<file path="src/rtl/core/shb_pkg.sv">
// Shared types, constants and round functions for the SHA-256 byte stream hasher.
package shb_pkg;

	// Default depth of the command queue between front and back
	localparam int QUEUE_DEPTH_DEF = 4;

	localparam int WORD_W  = 32;
	localparam int BYTE_W  = 8;
	localparam int BLOCK_W = 512;
	localparam int LEN_W   = 64;
	localparam int POS_W   = 6;
	localparam int ROUND_W = 6;

	localparam logic [POS_W-1:0]   POS_LAST   = 6'd63;
	localparam logic [POS_W-1:0]   POS_LEN    = 6'd56;
	localparam logic [ROUND_W-1:0] ROUND_LAST = 6'd63;
	localparam logic [BYTE_W-1:0]  PAD_MARK   = 8'h80;
	localparam logic [LEN_W-1:0]   BITS_PER_BYTE = 64'd8;

	// Round constants
	localparam logic [WORD_W-1:0] ROUND_K [0:63] = '{
		32'h428a2f98, 32'h71374491, 32'hb5c0fbcf, 32'he9b5dba5,
		32'h3956c25b, 32'h59f111f1, 32'h923f82a4, 32'hab1c5ed5,
		32'hd807aa98, 32'h12835b01, 32'h243185be, 32'h550c7dc3,
		32'h72be5d74, 32'h80deb1fe, 32'h9bdc06a7, 32'hc19bf174,
		32'he49b69c1, 32'hefbe4786, 32'h0fc19dc6, 32'h240ca1cc,
		32'h2de92c6f, 32'h4a7484aa, 32'h5cb0a9dc, 32'h76f988da,
		32'h983e5152, 32'ha831c66d, 32'hb00327c8, 32'hbf597fc7,
		32'hc6e00bf3, 32'hd5a79147, 32'h06ca6351, 32'h14292967,
		32'h27b70a85, 32'h2e1b2138, 32'h4d2c6dfc, 32'h53380d13,
		32'h650a7354, 32'h766a0abb, 32'h81c2c92e, 32'h92722c85,
		32'ha2bfe8a1, 32'ha81a664b, 32'hc24b8b70, 32'hc76c51a3,
		32'hd192e819, 32'hd6990624, 32'hf40e3585, 32'h106aa070,
		32'h19a4c116, 32'h1e376c08, 32'h2748774c, 32'h34b0bcb5,
		32'h391c0cb3, 32'h4ed8aa4a, 32'h5b9cca4f, 32'h682e6ff3,
		32'h748f82ee, 32'h78a5636f, 32'h84c87814, 32'h8cc70208,
		32'h90befffa, 32'ha4506ceb, 32'hbef9a3f7, 32'hc67178f2
	};

	// Initial chaining values
	localparam logic [WORD_W-1:0] INIT_H [0:7] = '{
		32'h6a09e667, 32'hbb67ae85, 32'h3c6ef372, 32'ha54ff53a,
		32'h510e527f, 32'h9b05688c, 32'h1f83d9ab, 32'h5be0cd19
	};

	// One queued command: a data byte and/or the end-of-message mark
	typedef struct packed {
		logic [BYTE_W-1:0] data;
		logic              present;
		logic              last;
	} cmd_t;

	// Back-end status seen by the top level
	typedef struct packed {
		logic in_rounds;
		logic round_last;
		logic in_add;
	} status_t;

	// Back-end sequencer states
	typedef enum logic [4:0] {
		ST_IDLE  = 5'b00001,
		ST_ROUND = 5'b00010,
		ST_ADD   = 5'b00100,
		ST_PAD   = 5'b01000,
		ST_OUT   = 5'b10000
	} back_state_t;

	function automatic logic [WORD_W-1:0] rotr(input logic [WORD_W-1:0] x, input int n);
		rotr = (x >> n) | (x << (WORD_W - n));
	endfunction

	function automatic logic [WORD_W-1:0] big_sig0(input logic [WORD_W-1:0] x);
		big_sig0 = rotr(x, 2) ^ rotr(x, 13) ^ rotr(x, 22);
	endfunction

	function automatic logic [WORD_W-1:0] big_sig1(input logic [WORD_W-1:0] x);
		big_sig1 = rotr(x, 6) ^ rotr(x, 11) ^ rotr(x, 25);
	endfunction

	function automatic logic [WORD_W-1:0] sml_sig0(input logic [WORD_W-1:0] x);
		sml_sig0 = rotr(x, 7) ^ rotr(x, 18) ^ (x >> 3);
	endfunction

	function automatic logic [WORD_W-1:0] sml_sig1(input logic [WORD_W-1:0] x);
		sml_sig1 = rotr(x, 17) ^ rotr(x, 19) ^ (x >> 10);
	endfunction

endpackage

</file>
<file path="src/rtl/core/shb_front.sv">
// Input stage: takes byte beats, drops beats that carry nothing, stages commands.
module shb_front
	import shb_pkg::*;
(
	input  logic        clk,
	input  logic        arst_n,
	input  logic        s_tvalid,
	output logic        s_tready,
	input  logic [7:0]  s_tdata,   // [7:0] message_byte
	input  logic [0:0]  s_tuser,   // [0] byte_present
	input  logic        s_tlast,   // message_end
	output logic        push,
	output cmd_t        push_data,
	input  logic        q_full
);

	logic       cmd_vld_s1;
	cmd_t       cmd_s1;
	logic       keep;

	// A beat with no byte and no end mark is a no-op
	assign keep     = s_tuser[0] | s_tlast;
	assign push     = cmd_vld_s1 & ~q_full;
	assign s_tready = ~cmd_vld_s1 | ~q_full;
	assign push_data = cmd_s1;

	// Stage valid
	always_ff @(posedge clk or negedge arst_n) begin
		if (!arst_n) begin
			cmd_vld_s1 <= 1'b0;
		end else if (s_tready) begin
			cmd_vld_s1 <= s_tvalid & keep;
		end
	end

	// Stage payload
	always_ff @(posedge clk) begin
		if (s_tready && s_tvalid) begin
			cmd_s1.data    <= s_tdata;
			cmd_s1.present <= s_tuser[0];
			cmd_s1.last    <= s_tlast;
		end
	end

endmodule

</file>
<file path="src/rtl/core/shb_queue.sv">
// Small command queue between the input stage and the hashing back end.
module shb_queue
	import shb_pkg::*;
#(
	parameter int DEPTH = QUEUE_DEPTH_DEF
)(
	input  logic clk,
	input  logic arst_n,
	input  logic push,
	input  cmd_t push_data,
	output logic full,
	input  logic pop,
	output cmd_t pop_data,
	output logic empty
);

	localparam int PW = (DEPTH > 1) ? $clog2(DEPTH) : 1;
	localparam int CW = $clog2(DEPTH + 1);
	localparam logic [PW-1:0] PTR_LAST = PW'(DEPTH - 1);
	localparam logic [CW-1:0] CNT_FULL = CW'(DEPTH);

	cmd_t          mem_q [DEPTH];
	logic [PW-1:0] wr_ptr_q;
	logic [PW-1:0] rd_ptr_q;
	logic [CW-1:0] count_q;
	logic          do_push;
	logic          do_pop;

	assign full     = (count_q == CNT_FULL);
	assign empty    = (count_q == '0);
	assign do_push  = push & ~full;
	assign do_pop   = pop & ~empty;
	assign pop_data = mem_q[rd_ptr_q];

	// Pointers and fill count
	always_ff @(posedge clk or negedge arst_n) begin
		if (!arst_n) begin
			wr_ptr_q <= '0;
			rd_ptr_q <= '0;
			count_q  <= '0;
		end else begin
			if (do_push) begin
				wr_ptr_q <= (wr_ptr_q == PTR_LAST) ? '0 : wr_ptr_q + 1'b1;
			end
			if (do_pop) begin
				rd_ptr_q <= (rd_ptr_q == PTR_LAST) ? '0 : rd_ptr_q + 1'b1;
			end
			if (do_push && !do_pop) begin
				count_q <= count_q + 1'b1;
			end else if (do_pop && !do_push) begin
				count_q <= count_q - 1'b1;
			end
		end
	end

	// Entry storage
	always_ff @(posedge clk) begin
		if (do_push) begin
			mem_q[wr_ptr_q] <= push_data;
		end
	end

endmodule

</file>
<file path="src/rtl/core/shb_back.sv">
// Back end: block assembly, padding, 64-round compression and digest output.
module shb_back
	import shb_pkg::*;
(
	input  logic        clk,
	input  logic        arst_n,
	input  logic        q_empty,
	output logic        pop,
	input  cmd_t        pop_data,
	output logic        m_tvalid,
	input  logic        m_tready,
	output logic [31:0] m_tdata,   // [31:0] digest_word
	output logic        m_tlast,   // digest_last
	output status_t     status
);

	back_state_t          state_q;
	logic [BLOCK_W-1:0]   blk_q;
	logic [POS_W-1:0]     pos_q;
	logic [LEN_W-1:0]     bit_cnt_q;
	logic [ROUND_W-1:0]   round_q;
	logic [WORD_W-1:0]    var_q   [8];
	logic [WORD_W-1:0]    chain_q [8];
	logic                 pad_act_q;
	logic                 sent80_q;
	logic                 len_phase_q;
	logic [2:0]           len_cnt_q;
	logic                 len_done_q;
	logic [2:0]           out_idx_q;
	logic                 m_vld_q;
	logic [WORD_W-1:0]    m_word_q;
	logic                 m_last_q;

	logic                 ins_en;
	logic [BYTE_W-1:0]    ins_byte;
	logic                 wrap;
	logic                 take_len;
	logic [BYTE_W-1:0]    pad_byte;
	logic                 out_load;
	logic [WORD_W-1:0]    w0, w1, w9, w14, w_new;
	logic [WORD_W-1:0]    t1, t2;

	// Padding byte: marker, zero fill up to the length field, then length MSB first
	assign take_len = sent80_q & (len_phase_q | (pos_q == POS_LEN));
	always_comb begin
		if (!sent80_q) begin
			pad_byte = PAD_MARK;
		end else if (take_len) begin
			pad_byte = bit_cnt_q[LEN_W-1 -: BYTE_W];
		end else begin
			pad_byte = '0;
		end
	end

	// Byte insertion into the block shift register
	assign pop      = (state_q == ST_IDLE) & ~q_empty;
	assign ins_en   = (pop & pop_data.present) | (state_q == ST_PAD);
	assign ins_byte = (state_q == ST_PAD) ? pad_byte : pop_data.data;
	assign wrap     = ins_en & (pos_q == POS_LAST);

	// Rolling message schedule: word 0 sits at the top of the block register
	assign w0    = blk_q[BLOCK_W-1           -: WORD_W];
	assign w1    = blk_q[BLOCK_W-1-WORD_W    -: WORD_W];
	assign w9    = blk_q[BLOCK_W-1-9*WORD_W  -: WORD_W];
	assign w14   = blk_q[BLOCK_W-1-14*WORD_W -: WORD_W];
	assign w_new = sml_sig1(w14) + w9 + sml_sig0(w1) + w0;

	// One compression round
	assign t1 = var_q[7] + big_sig1(var_q[4])
		+ ((var_q[4] & var_q[5]) ^ (~var_q[4] & var_q[6]))
		+ ROUND_K[round_q] + w0;
	assign t2 = big_sig0(var_q[0])
		+ ((var_q[0] & var_q[1]) ^ (var_q[0] & var_q[2]) ^ (var_q[1] & var_q[2]));

	assign out_load = (state_q == ST_OUT) & (~m_vld_q | m_tready);

	// Sequencer and message state
	always_ff @(posedge clk or negedge arst_n) begin
		if (!arst_n) begin
			state_q     <= ST_IDLE;
			pos_q       <= '0;
			bit_cnt_q   <= '0;
			round_q     <= '0;
			pad_act_q   <= 1'b0;
			sent80_q    <= 1'b0;
			len_phase_q <= 1'b0;
			len_cnt_q   <= '0;
			len_done_q  <= 1'b0;
			out_idx_q   <= '0;
			for (int i = 0; i < 8; i++) begin
				chain_q[i] <= INIT_H[i];
			end
		end else begin
			if (ins_en) begin
				pos_q <= pos_q + 1'b1;
			end
			case (state_q)
				ST_IDLE: begin
					if (pop) begin
						pad_act_q <= pop_data.last;
						if (pop_data.present) begin
							bit_cnt_q <= bit_cnt_q + BITS_PER_BYTE;
						end
						if (wrap) begin
							state_q <= ST_ROUND;
						end else if (pop_data.last) begin
							state_q <= ST_PAD;
						end
					end
				end
				ST_PAD: begin
					sent80_q <= 1'b1;
					if (take_len) begin
						len_phase_q <= 1'b1;
						bit_cnt_q   <= bit_cnt_q << BYTE_W;
						len_cnt_q   <= len_cnt_q + 1'b1;
						if (len_cnt_q == 3'd7) begin
							len_done_q <= 1'b1;
						end
					end
					if (wrap) begin
						state_q <= ST_ROUND;
					end
				end
				ST_ROUND: begin
					round_q <= round_q + 1'b1;
					if (round_q == ROUND_LAST) begin
						state_q <= ST_ADD;
					end
				end
				ST_ADD: begin
					for (int i = 0; i < 8; i++) begin
						chain_q[i] <= chain_q[i] + var_q[i];
					end
					if (!pad_act_q) begin
						state_q <= ST_IDLE;
					end else if (len_done_q) begin
						state_q <= ST_OUT;
					end else begin
						state_q <= ST_PAD;
					end
				end
				ST_OUT: begin
					if (out_load) begin
						out_idx_q <= out_idx_q + 1'b1;
						// Last word handed off: back to the start of a message
						if (out_idx_q == 3'd7) begin
							state_q     <= ST_IDLE;
							bit_cnt_q   <= '0;
							pad_act_q   <= 1'b0;
							sent80_q    <= 1'b0;
							len_phase_q <= 1'b0;
							len_cnt_q   <= '0;
							len_done_q  <= 1'b0;
							for (int i = 0; i < 8; i++) begin
								chain_q[i] <= INIT_H[i];
							end
						end
					end
				end
				default: begin
					state_q <= ST_IDLE;
				end
			endcase
		end
	end

	// Block buffer and working variables
	always_ff @(posedge clk) begin
		if (ins_en) begin
			blk_q <= {blk_q[BLOCK_W-BYTE_W-1:0], ins_byte};
		end else if (state_q == ST_ROUND) begin
			blk_q <= {blk_q[BLOCK_W-WORD_W-1:0], w_new};
		end
		if (wrap) begin
			for (int i = 0; i < 8; i++) begin
				var_q[i] <= chain_q[i];
			end
		end else if (state_q == ST_ROUND) begin
			var_q[7] <= var_q[6];
			var_q[6] <= var_q[5];
			var_q[5] <= var_q[4];
			var_q[4] <= var_q[3] + t1;
			var_q[3] <= var_q[2];
			var_q[2] <= var_q[1];
			var_q[1] <= var_q[0];
			var_q[0] <= t1 + t2;
		end
	end

	// Output register valid
	always_ff @(posedge clk or negedge arst_n) begin
		if (!arst_n) begin
			m_vld_q <= 1'b0;
		end else if (out_load) begin
			m_vld_q <= 1'b1;
		end else if (m_tready) begin
			m_vld_q <= 1'b0;
		end
	end

	// Output register payload
	always_ff @(posedge clk) begin
		if (out_load) begin
			m_word_q <= chain_q[out_idx_q];
			m_last_q <= (out_idx_q == 3'd7);
		end
	end

	assign m_tvalid = m_vld_q;
	assign m_tdata  = m_word_q;
	assign m_tlast  = m_last_q;

	assign status.in_rounds  = (state_q == ST_ROUND);
	assign status.round_last = (round_q == ROUND_LAST);
	assign status.in_add     = (state_q == ST_ADD);

endmodule

</file>
<file path="src/rtl/core/sha256_byte_stream_hasher_unit.sv">
// SHA-256 over a byte stream: one message byte per beat in, eight digest words out.
// Throughput: one byte a cycle into the block buffer while the back end is idle; each full
//   64-byte block then holds intake for 64 rounds and one add in the shared round unit.
// Latency: the end beat adds the padding bytes (marker, zero fill, length) and one or two compressions,
//   then the eight digest beats (one a cycle when the sink is ready), behind the front stage and the queue.
// Reset: arst_n asynchronous, active low; chaining words to the initial values, counts and
//   queue cleared; the block buffer is not cleared and needs no clearing pass.
module sha256_byte_stream_hasher_unit
	import shb_pkg::*;
#(
	parameter int QUEUE_DEPTH = QUEUE_DEPTH_DEF
)(
	input  logic        clk,
	input  logic        arst_n,
	input  logic        s_tvalid,
	output logic        s_tready,
	input  logic [7:0]  s_tdata,   // [7:0] message_byte
	input  logic [0:0]  s_tuser,   // [0] byte_present
	input  logic        s_tlast,   // message_end
	output logic        m_tvalid,
	input  logic        m_tready,
	output logic [31:0] m_tdata,   // [31:0] digest_word
	output logic        m_tlast    // digest_last
);

	logic    q_push;
	cmd_t    q_push_data;
	logic    q_full;
	logic    q_pop;
	cmd_t    q_pop_data;
	logic    q_empty;
	status_t back_status;

	shb_front u_front (
		.clk       (clk),
		.arst_n    (arst_n),
		.s_tvalid  (s_tvalid),
		.s_tready  (s_tready),
		.s_tdata   (s_tdata),
		.s_tuser   (s_tuser),
		.s_tlast   (s_tlast),
		.push      (q_push),
		.push_data (q_push_data),
		.q_full    (q_full)
	);

	shb_queue #(
		.DEPTH (QUEUE_DEPTH)
	) u_queue (
		.clk       (clk),
		.arst_n    (arst_n),
		.push      (q_push),
		.push_data (q_push_data),
		.full      (q_full),
		.pop       (q_pop),
		.pop_data  (q_pop_data),
		.empty     (q_empty)
	);

	shb_back u_back (
		.clk      (clk),
		.arst_n   (arst_n),
		.q_empty  (q_empty),
		.pop      (q_pop),
		.pop_data (q_pop_data),
		.m_tvalid (m_tvalid),
		.m_tready (m_tready),
		.m_tdata  (m_tdata),
		.m_tlast  (m_tlast),
		.status   (back_status)
	);

	// Front never pushes into a full queue
	a_no_overflow: assert property (@(posedge clk) disable iff (!arst_n)
		q_push |-> !q_full)
		else $error("command pushed into full queue");

	// Final round is always followed by the chaining add
	a_round_to_add: assert property (@(posedge clk) disable iff (!arst_n)
		back_status.in_rounds && back_status.round_last |=> back_status.in_add)
		else $error("compression did not end in the add cycle");

	// After the last digest beat no further beat follows at once
	a_digest_gap: assert property (@(posedge clk) disable iff (!arst_n)
		m_tvalid && m_tready && m_tlast |=> !m_tvalid)
		else $error("digest beat right after the final word");

endmodule

</file>
<file path="config.mk">
export PLATFORM = sky130hd
export DESIGN_NAME = sha256_byte_stream_hasher_unit
export DESIGN_NICKNAME = d
export VERILOG_FILES = /design/src/rtl/core/shb_pkg.sv /design/src/rtl/core/shb_front.sv /design/src/rtl/core/shb_queue.sv /design/src/rtl/core/shb_back.sv /design/src/rtl/core/sha256_byte_stream_hasher_unit.sv
export SDC_FILE = /design/constraint.sdc
export NUM_CORES = 2
export LEC_CHECK = 0
export BUFFER_PORTS_ARGS = -buffer_cell sky130_fd_sc_hd__buf_4
export CAP_MARGIN = 10
export CORE_MARGIN = 5
export CORE_UTILIZATION = 50
export DETAILED_ROUTE_END_ITERATION = 7
export GPL_TIMING_DRIVEN = 0
export PLACE_DENSITY = 0.76
export SLEW_MARGIN = 0
export SYNTH_ARGS = -nofsm -noshare
export SYNTH_HDL_FRONTEND = slang
export SYNTH_SLANG_ARGS = --single-unit
</file>
<file path="constraint.sdc">
create_clock -name clk -period 19.5 [get_ports clk]
set_input_delay 0 -clock clk [delete_from_list [all_inputs] [get_ports clk]]
set_output_delay 0 -clock clk [all_outputs]
set_load 0.1 [all_outputs]
</file>
### Word-level counts from Yosys, hierarchy flattened

Memories as Yosys holds them, arrays and structs flattened.
Index checks and enable logic that the tools add are counted.

* bits in registers: 911
* bits in latches: 0
* bits in writable memories: 296
* bits in read-only memories: 2048
* input bits: 14
* output and inout bits: 35
* memories kept: 3

* add/sub/neg operators: 27
* $mul: 0
* div/mod/pow operators: 0
* order comparisons: 2
* eq/ne operators: 22
* shifts and indexed selects: 0
* muxes and demuxes: 64
* bitwise logic cells: 55
* reductions and logical operators: 21

Memories
* (name not given): depth 64, bits a word 32, rd ports 1, clocked after Yosys merged registers in 0, wr ports 0, line shb_back.sv:71 `+ ROUND_K[round_q] + w0;`
* u_back.var_q: depth 8, bits a word 32, rd ports 8, clocked after Yosys merged registers in 0, wr ports 8, line shb_back.sv:22 `logic [WORD_W-1:0] var_q [8];`
* u_queue.mem_q: depth 4, bits a word 10, rd ports 1, clocked after Yosys merged registers in 0, wr ports 1, line shb_queue.sv:22 `cmd_t mem_q [DEPTH];`

Operator list (count)
* two-way mux 512 bit: 2
* adder 32 bit: 18
* two-way mux 256 bit: 2
* case mux 256 bit (2 select lines): 1
* two-way mux 32 bit: 12
* two-way mux 64 bit: 5
* XOR 32 bit: 9
* case mux 64 bit (3 select lines): 1
* AND 32 bit: 5
* binary-select mux 32 bit (select 3 bit): 1
* adder 64 x 4 -> 64 bit, second input constant: 1
* two-way mux 5 bit: 9
* NOT 32 bit: 1
* bitwise OR 10 x 32 -> 32 bit: 1
* bitwise OR 13 x 32 -> 32 bit: 1
* bitwise OR 14 x 32 -> 32 bit: 1
* bitwise OR 15 x 32 -> 32 bit: 1
* bitwise OR 19 x 32 -> 32 bit: 1
* bitwise OR 21 x 32 -> 32 bit: 1
* bitwise OR 25 x 32 -> 32 bit: 1
* bitwise OR 26 x 32 -> 32 bit: 1
* bitwise OR 30 x 32 -> 32 bit: 1
* bitwise OR 7 x 32 -> 32 bit: 1
* XOR 32 x 22 -> 32 bit: 1
* 40 further kinds: 113

### Longest topological paths before layout

* depth after elaboration: 9
* mapped depth: 43
* depth with buffers taken out: 41

### Modules after synthesis

Synthesis repeated with hierarchy kept, for this count alone.

* cell total of the unflattened synthesis: 8595
* area, all modules: 79632.6 um^2

By module, submodules not included
* shb_back: instances 1, cells each 8490, area each 77381.7 um^2, sequential area each 32857.8 um^2
* shb_queue: instances 1, cells each 89, area each 1895.6 um^2, sequential area each 1376.3 um^2
* shb_front: instances 1, cells each 16, area each 355.3 um^2, sequential area each 325.3 um^2

### Least setup slack after synthesis

OpenSTA, ideal clock, no wires.

* path type: reg2reg
* start point: reg u_queue.rd_ptr_q[0]
* end point: reg u_back.blk_q[0], enable pin
* setup time: 3.633 ns
* data arrival time: 10.333 ns
* setup slack: 5.534 ns
* stages on the path, launching flop included: 6
* clock period less this slack: 13.966 ns
* cells stage by stage: dfrtp_1 mux4_2 a21oi_1 clkbuf_1 clkbuf_1 nand2_1

* longest elaborated chain between the ends: 4

RTL lines
* start: declaration: line shb_queue.sv:24 `logic [PW-1:0] rd_ptr_q;`
* start signal: assignment: line shb_queue.sv:46 `rd_ptr_q <= (rd_ptr_q == PTR_LAST) ? '0 : rd_ptr_q + 1'b1;`
* memory (4 x 10 bit)
* AND 1 bit: line shb_back.sv:57 `assign ins_en = (pop & pop_data.present) | (state_q == ST_PAD);`
* bitwise OR 1 bit: line shb_back.sv:57
* nonzero test 2 bit (no source line)
* end signal: assignment: line shb_back.sv:171 `blk_q <= {blk_q[BLOCK_W-BYTE_W-1:0], ins_byte};`
* end signal: assignment: line shb_back.sv:173 `blk_q <= {blk_q[BLOCK_W-WORD_W-1:0], w_new};`
* end: declaration: line shb_back.sv:18 `logic [BLOCK_W-1:0] blk_q;`

Every way passes these cells.
A chain may end at the register's enable or synchronous reset.

==> metrics.md <==
| Metric | Value |
|---|---|
| IO Pins | `49` |
| Critical path's slowest cell | `xnor2_1` |
| Worst r2r path cells | `40` |
| Routed WL | `between 200000 and 300000 um` |
| Most common cell after layout, fill and taps aside | `nand2_1` |
| Drt wl/cell | `~27 um` |
| Mapped Cells | `between 8000 and 9000` |
| Synthesized area per cell | `roughly 9.3 um^2` |
| Root Driver | `clkbuf_16` |
| Post-synth EDFFs | `roughly 850` |
| Layout cell share with drive strength beyond 1 | `~7.3%` |
| CTS tree | `yes` |
| CP arrival | `approximately 14 ns` |
| Main combinational cell family by area after synthesis | `simple AND/OR/NAND/NOR gates` |
| Post-synth ARST share | `between 20 and 30%` |
| Antenna-violating nets left | `0` |
| HP Class | `in -> async` |
| Mapped cell area | `between 70000 and 80000 um^2` |
| Initial antenna violation count | `9` |
| Starting Density | `approximately half` |
| Synth Net Count | `between 9000 and 10000` |
| Pre-CTS setup slack | `just over 7 ns` |
| Die area | `~170000 um^2` |
| Total track usage | `34.47%` |
| Setup crit start kind | `flip-flop` |
| Setup TNS | `0 ns` |
| Max clock buf depth | `3` |
| Fmax | `around 77 MHz` |
| Worst Setup Slack, final | `around 6.5 ns` |
| Routed vias | `69050` |
| CTS buffer count | `between 100 and 150` |
| CP Max Fanout | `16` |
| Final HPWL DP | `approximately 220000 um` |
| CTS H-tree lvls | `4` |
| Slowest cell delay on critical path | `0.91 ns` |
| Failing checks | `design-rule violations` |
| Max-slew headroom | `between 4 and 5%` |
| Die width | `408.8 um` |
| TritonCTS sink count | `roughly 1200` |
| RSZ-0062 raised after global routing | `false` |
| CP required | `about 20 ns` |
| Core footprint | `approximately 160000 um^2` |
| Adder-cell share of the synthesized area | `11.61%` |
| Post-synth top area share | `around a third` |
| Final Max Tran Viols | `0` |
| Die H | `408.8 um` |
| R2R Setup Slk | `6.51 ns` |
| Vias in the first global route | `65900` |
| Setup violations, final | `0` |
| Final Hold Viols | `0` |
| Status | `finished, violations left` |
| Core Rows | `146` |
| Worst Tran Pin Value | `~1.4 ns` |
| Total Nets Final | `around 9400` |
| Critical path origin | `u_back.round_q[1]` |
| Yosys cell types | `107` |
| Syn-to-layout area delta | `10.88%` |
| Simple-gate share of the synthesized area | `18.03%` |
| Clock Skew | `about 0.040 ns` |
| Vias per std cell | `between 6 and 7` |
| Share of the yosys chip area belonging to registers | `between 40% and 50%` |
| Endpoint type of the worst setup path | `flip-flop` |
| Post-CTS sizing | `0` |
| #FFs+latches synth | `approximately 1200` |
| Power Density | `around 63 nW/um^2` |
| Synth Warn # | `0` |
| Static Leak | `~37 nW` |
| Critical path type | `reg -> reg` |
| Multiplexer area fraction after synthesis | `~3.5%` |
| Clk_lat worst skew | `slightly above 0.8 ns` |
| Compound-Gate Fraction of Synth Area | `13.35%` |
| Tmin final | `between 10 and 15 ns` |
| Synth area leader | `edfxtp_1` |
| Clock transition at path regs | `0.07 ns` |
| Peak VDD IR | `just under 0.08 mV` |
| Iter 0 DRT Violations | `9400` |
| DRC Markers | `3` |
| Max-cap violations | `0` |
| Number of iterations in the first detailed-routing pass | `8` |
| IO Port Bufs | `48` |
| Crit path capture | `u_back.var_q[0][30]` |
| Final Cycle Share | `roughly 67%` |
| Largest net degree at the start of global routing | `110` |
| First-pass GRT wire length | `between 400000 and 500000 um` |
| Main synth FF type | `edfxtp_1` |
| RePlAce Congestion | `between 1 and 1.5` |
| Placed inst area | `a little over 80000 um^2` |
| XOR/XNOR share of the synthesized area | `under 10%` |
| RR Endpoint | `u_back.var_q[0][30]` |
| Most frequent cells in the layout | `2411 x nand2_1, 851 x edfxtp_1, 593 x o21ai_0` |
| Worst R2R Start | `u_back.round_q[1]` |
| GRT Residual Overflow | `0` |
| Cell area after layout | `just under 90000 um^2` |
| Synth area leaders | `edfxtp_1 32%, nand2_1 11%, dfrtp_1 6.8%` |
## how the worst min path moves through the flow
| stage | startpoint | endpoint | slack (ns) | depth (start not counted) |
|---|---|---|---|---|
| after floorplan | arst_n | u_back.bit_cnt_q[10] | -0.30 | 0 |
| after global placement | s_tdata[3] | u_front.push_data[5] | 0.18 | 1 |
| after detailed placement | arst_n | u_back.chain_q[211] | 0.08 | 1 |
| after CTS | s_tuser | u_front.cmd_vld_s1 | 0.03 | 4 |
| after global routing | s_tuser | u_front.cmd_vld_s1 | 0.06 | 4 |
| final | arst_n | u_back.chain_q[175] | 0.07 | 2 |
## flip-flops by register name, summed over array words and instances (netlist names)
| signal | cells |
|---|---|
| u_back.out_idx_q | 3 |
| u_back.pad_act_q | 1 |
| u_back.m_tdata | 32 |
| u_back.blk_q | 512 |
| u_queue.mem_q | 40 |
| u_back.chain_q | 256 |
| u_back.len_cnt_q | 3 |
| u_queue.wr_ptr_q | 2 |
| u_queue.count_q | 3 |
| u_front.cmd_vld_s1 | 1 |
| u_back.len_phase_q | 1 |
| u_back.state_q | 5 |
| u_front.push_data | 10 |
| u_queue.rd_ptr_q | 2 |
| u_back.m_tlast | 1 |
| u_back.pos_q | 6 |
| u_back.round_q | 6 |
| u_back.sent80_q | 1 |
| u_back.m_tvalid | 1 |
| u_back.var_q | 256 |
| u_back.len_done_q | 1 |
| u_back.bit_cnt_q | 61 |
## repair_timing
action / CTS / global route
hold buffers: 24 / 0
hold endpoints to repair: 236 / 0
setup buffers: 0 / 0
## stage by stage
step	instances	utilization, %	total power, W	hold WS (ns)
6_report	10960	55.73	0.005522	0.06681
3_3_place_gp	10640	52.12	0.002868	0.1807
5_1_grt	10950	55.71	0.005651	0.06259
2_1_floorplan	8518	-	0.002836	-0.2956
3_5_place_dp	10670	52.59	0.002876	0.08238
4_1_cts	10940	55.67	0.005531	0.02977
## layer usage
layer | global-route usage [%] | share of wire, % | vias to the layer above
met1 | 45.10 | 37 | 33160
met4 | 19.88 | 7.0 | 4
li1 | - | - | 30140
met3 | 11.29 | 14 | 996
met2 | 50.28 | 42 | 4755
met5 | 0 | 0.010 | -
## critical path, delay by kind of cell (launching register included)
family	cells	cell delay [ns]
fa+ha+maj	8	3.63
compound gates	19	4.56
buf+inv	6	1.94
flops	1	0.62
simple gates	5	0.87
xor+xnor	2	1.09
## cells by family after synthesis
kind of cell             after synthesis
AND/OR/NAND/NOR                     3434
AO/OA/AOI/OAI                       1738
flip-flops                          1204
buffers and inverters                763
adder cells (fa/ha/maj)              625
XOR/XNOR                             586
multiplexers                         168
## cell usage after synthesis (14+ instances only)
| cell | count |
|---|---|
| nand2_1 | 2412 |
| edfxtp_1 | 851 |
| o21ai_0 | 593 |
| a21oi_1 | 475 |
| clkbuf_1 | 420 |
| ha_1 | 406 |
| xnor2_1 | 360 |
| nor2_1 | 359 |
| inv_1 | 290 |
| xor2_1 | 226 |
| dfrtp_1 | 216 |
| fa_1 | 196 |
| nand3_1 | 170 |
| a21o_1 | 155 |
| nor3_1 | 148 |
| dfstp_2 | 137 |
| mux4_2 | 80 |
| nand2b_1 | 79 |
| a31oi_1 | 60 |
| mux2_2 | 59 |
| o21a_1 | 58 |
| and3_1 | 47 |
| a211oi_1 | 46 |
| nor2b_1 | 43 |
| o21bai_1 | 42 |
| buf_1 | 41 |
| or3_1 | 34 |
| o211ai_1 | 31 |
| mux2i_1 | 29 |
| nand4_1 | 29 |
| o31ai_1 | 27 |
| maj3_1 | 23 |
| a22oi_1 | 21 |
| o22a_1 | 20 |
| and2_1 | 17 |
| nor4_1 | 17 |
| o21ai_1 | 17 |
| o22ai_1 | 16 |
| or2_2 | 14 |
## power breakdown
| group | total (W) | switching (W) | internal, W |
|---|---|---|---|
| logic | 0.0000737 | 0.0000496 | 0.0000241 |
| clock network | 0.00269 | 0.00115 | 0.00154 |
| registers | 0.00276 | 0.0000127 | 0.00274 |
## layout make-up
class / count / area (um^2)
Fill cell: 13770 / 70040
Multi-Input combinational cell: 6551 / 42090
Sequential cell: 1204 / 34560
Clock buffer: 182 / 3727
Tap cell: 2072 / 2592
Buffer: 470 / 1788
Timing Repair Buffer: 109 / 1381
Inverter: 293 / 1100
Clock inverter: 66 / 900.9
Antenna cell: 8 / 20.02
Note: power is estimated with default switching activity, not from simulation.
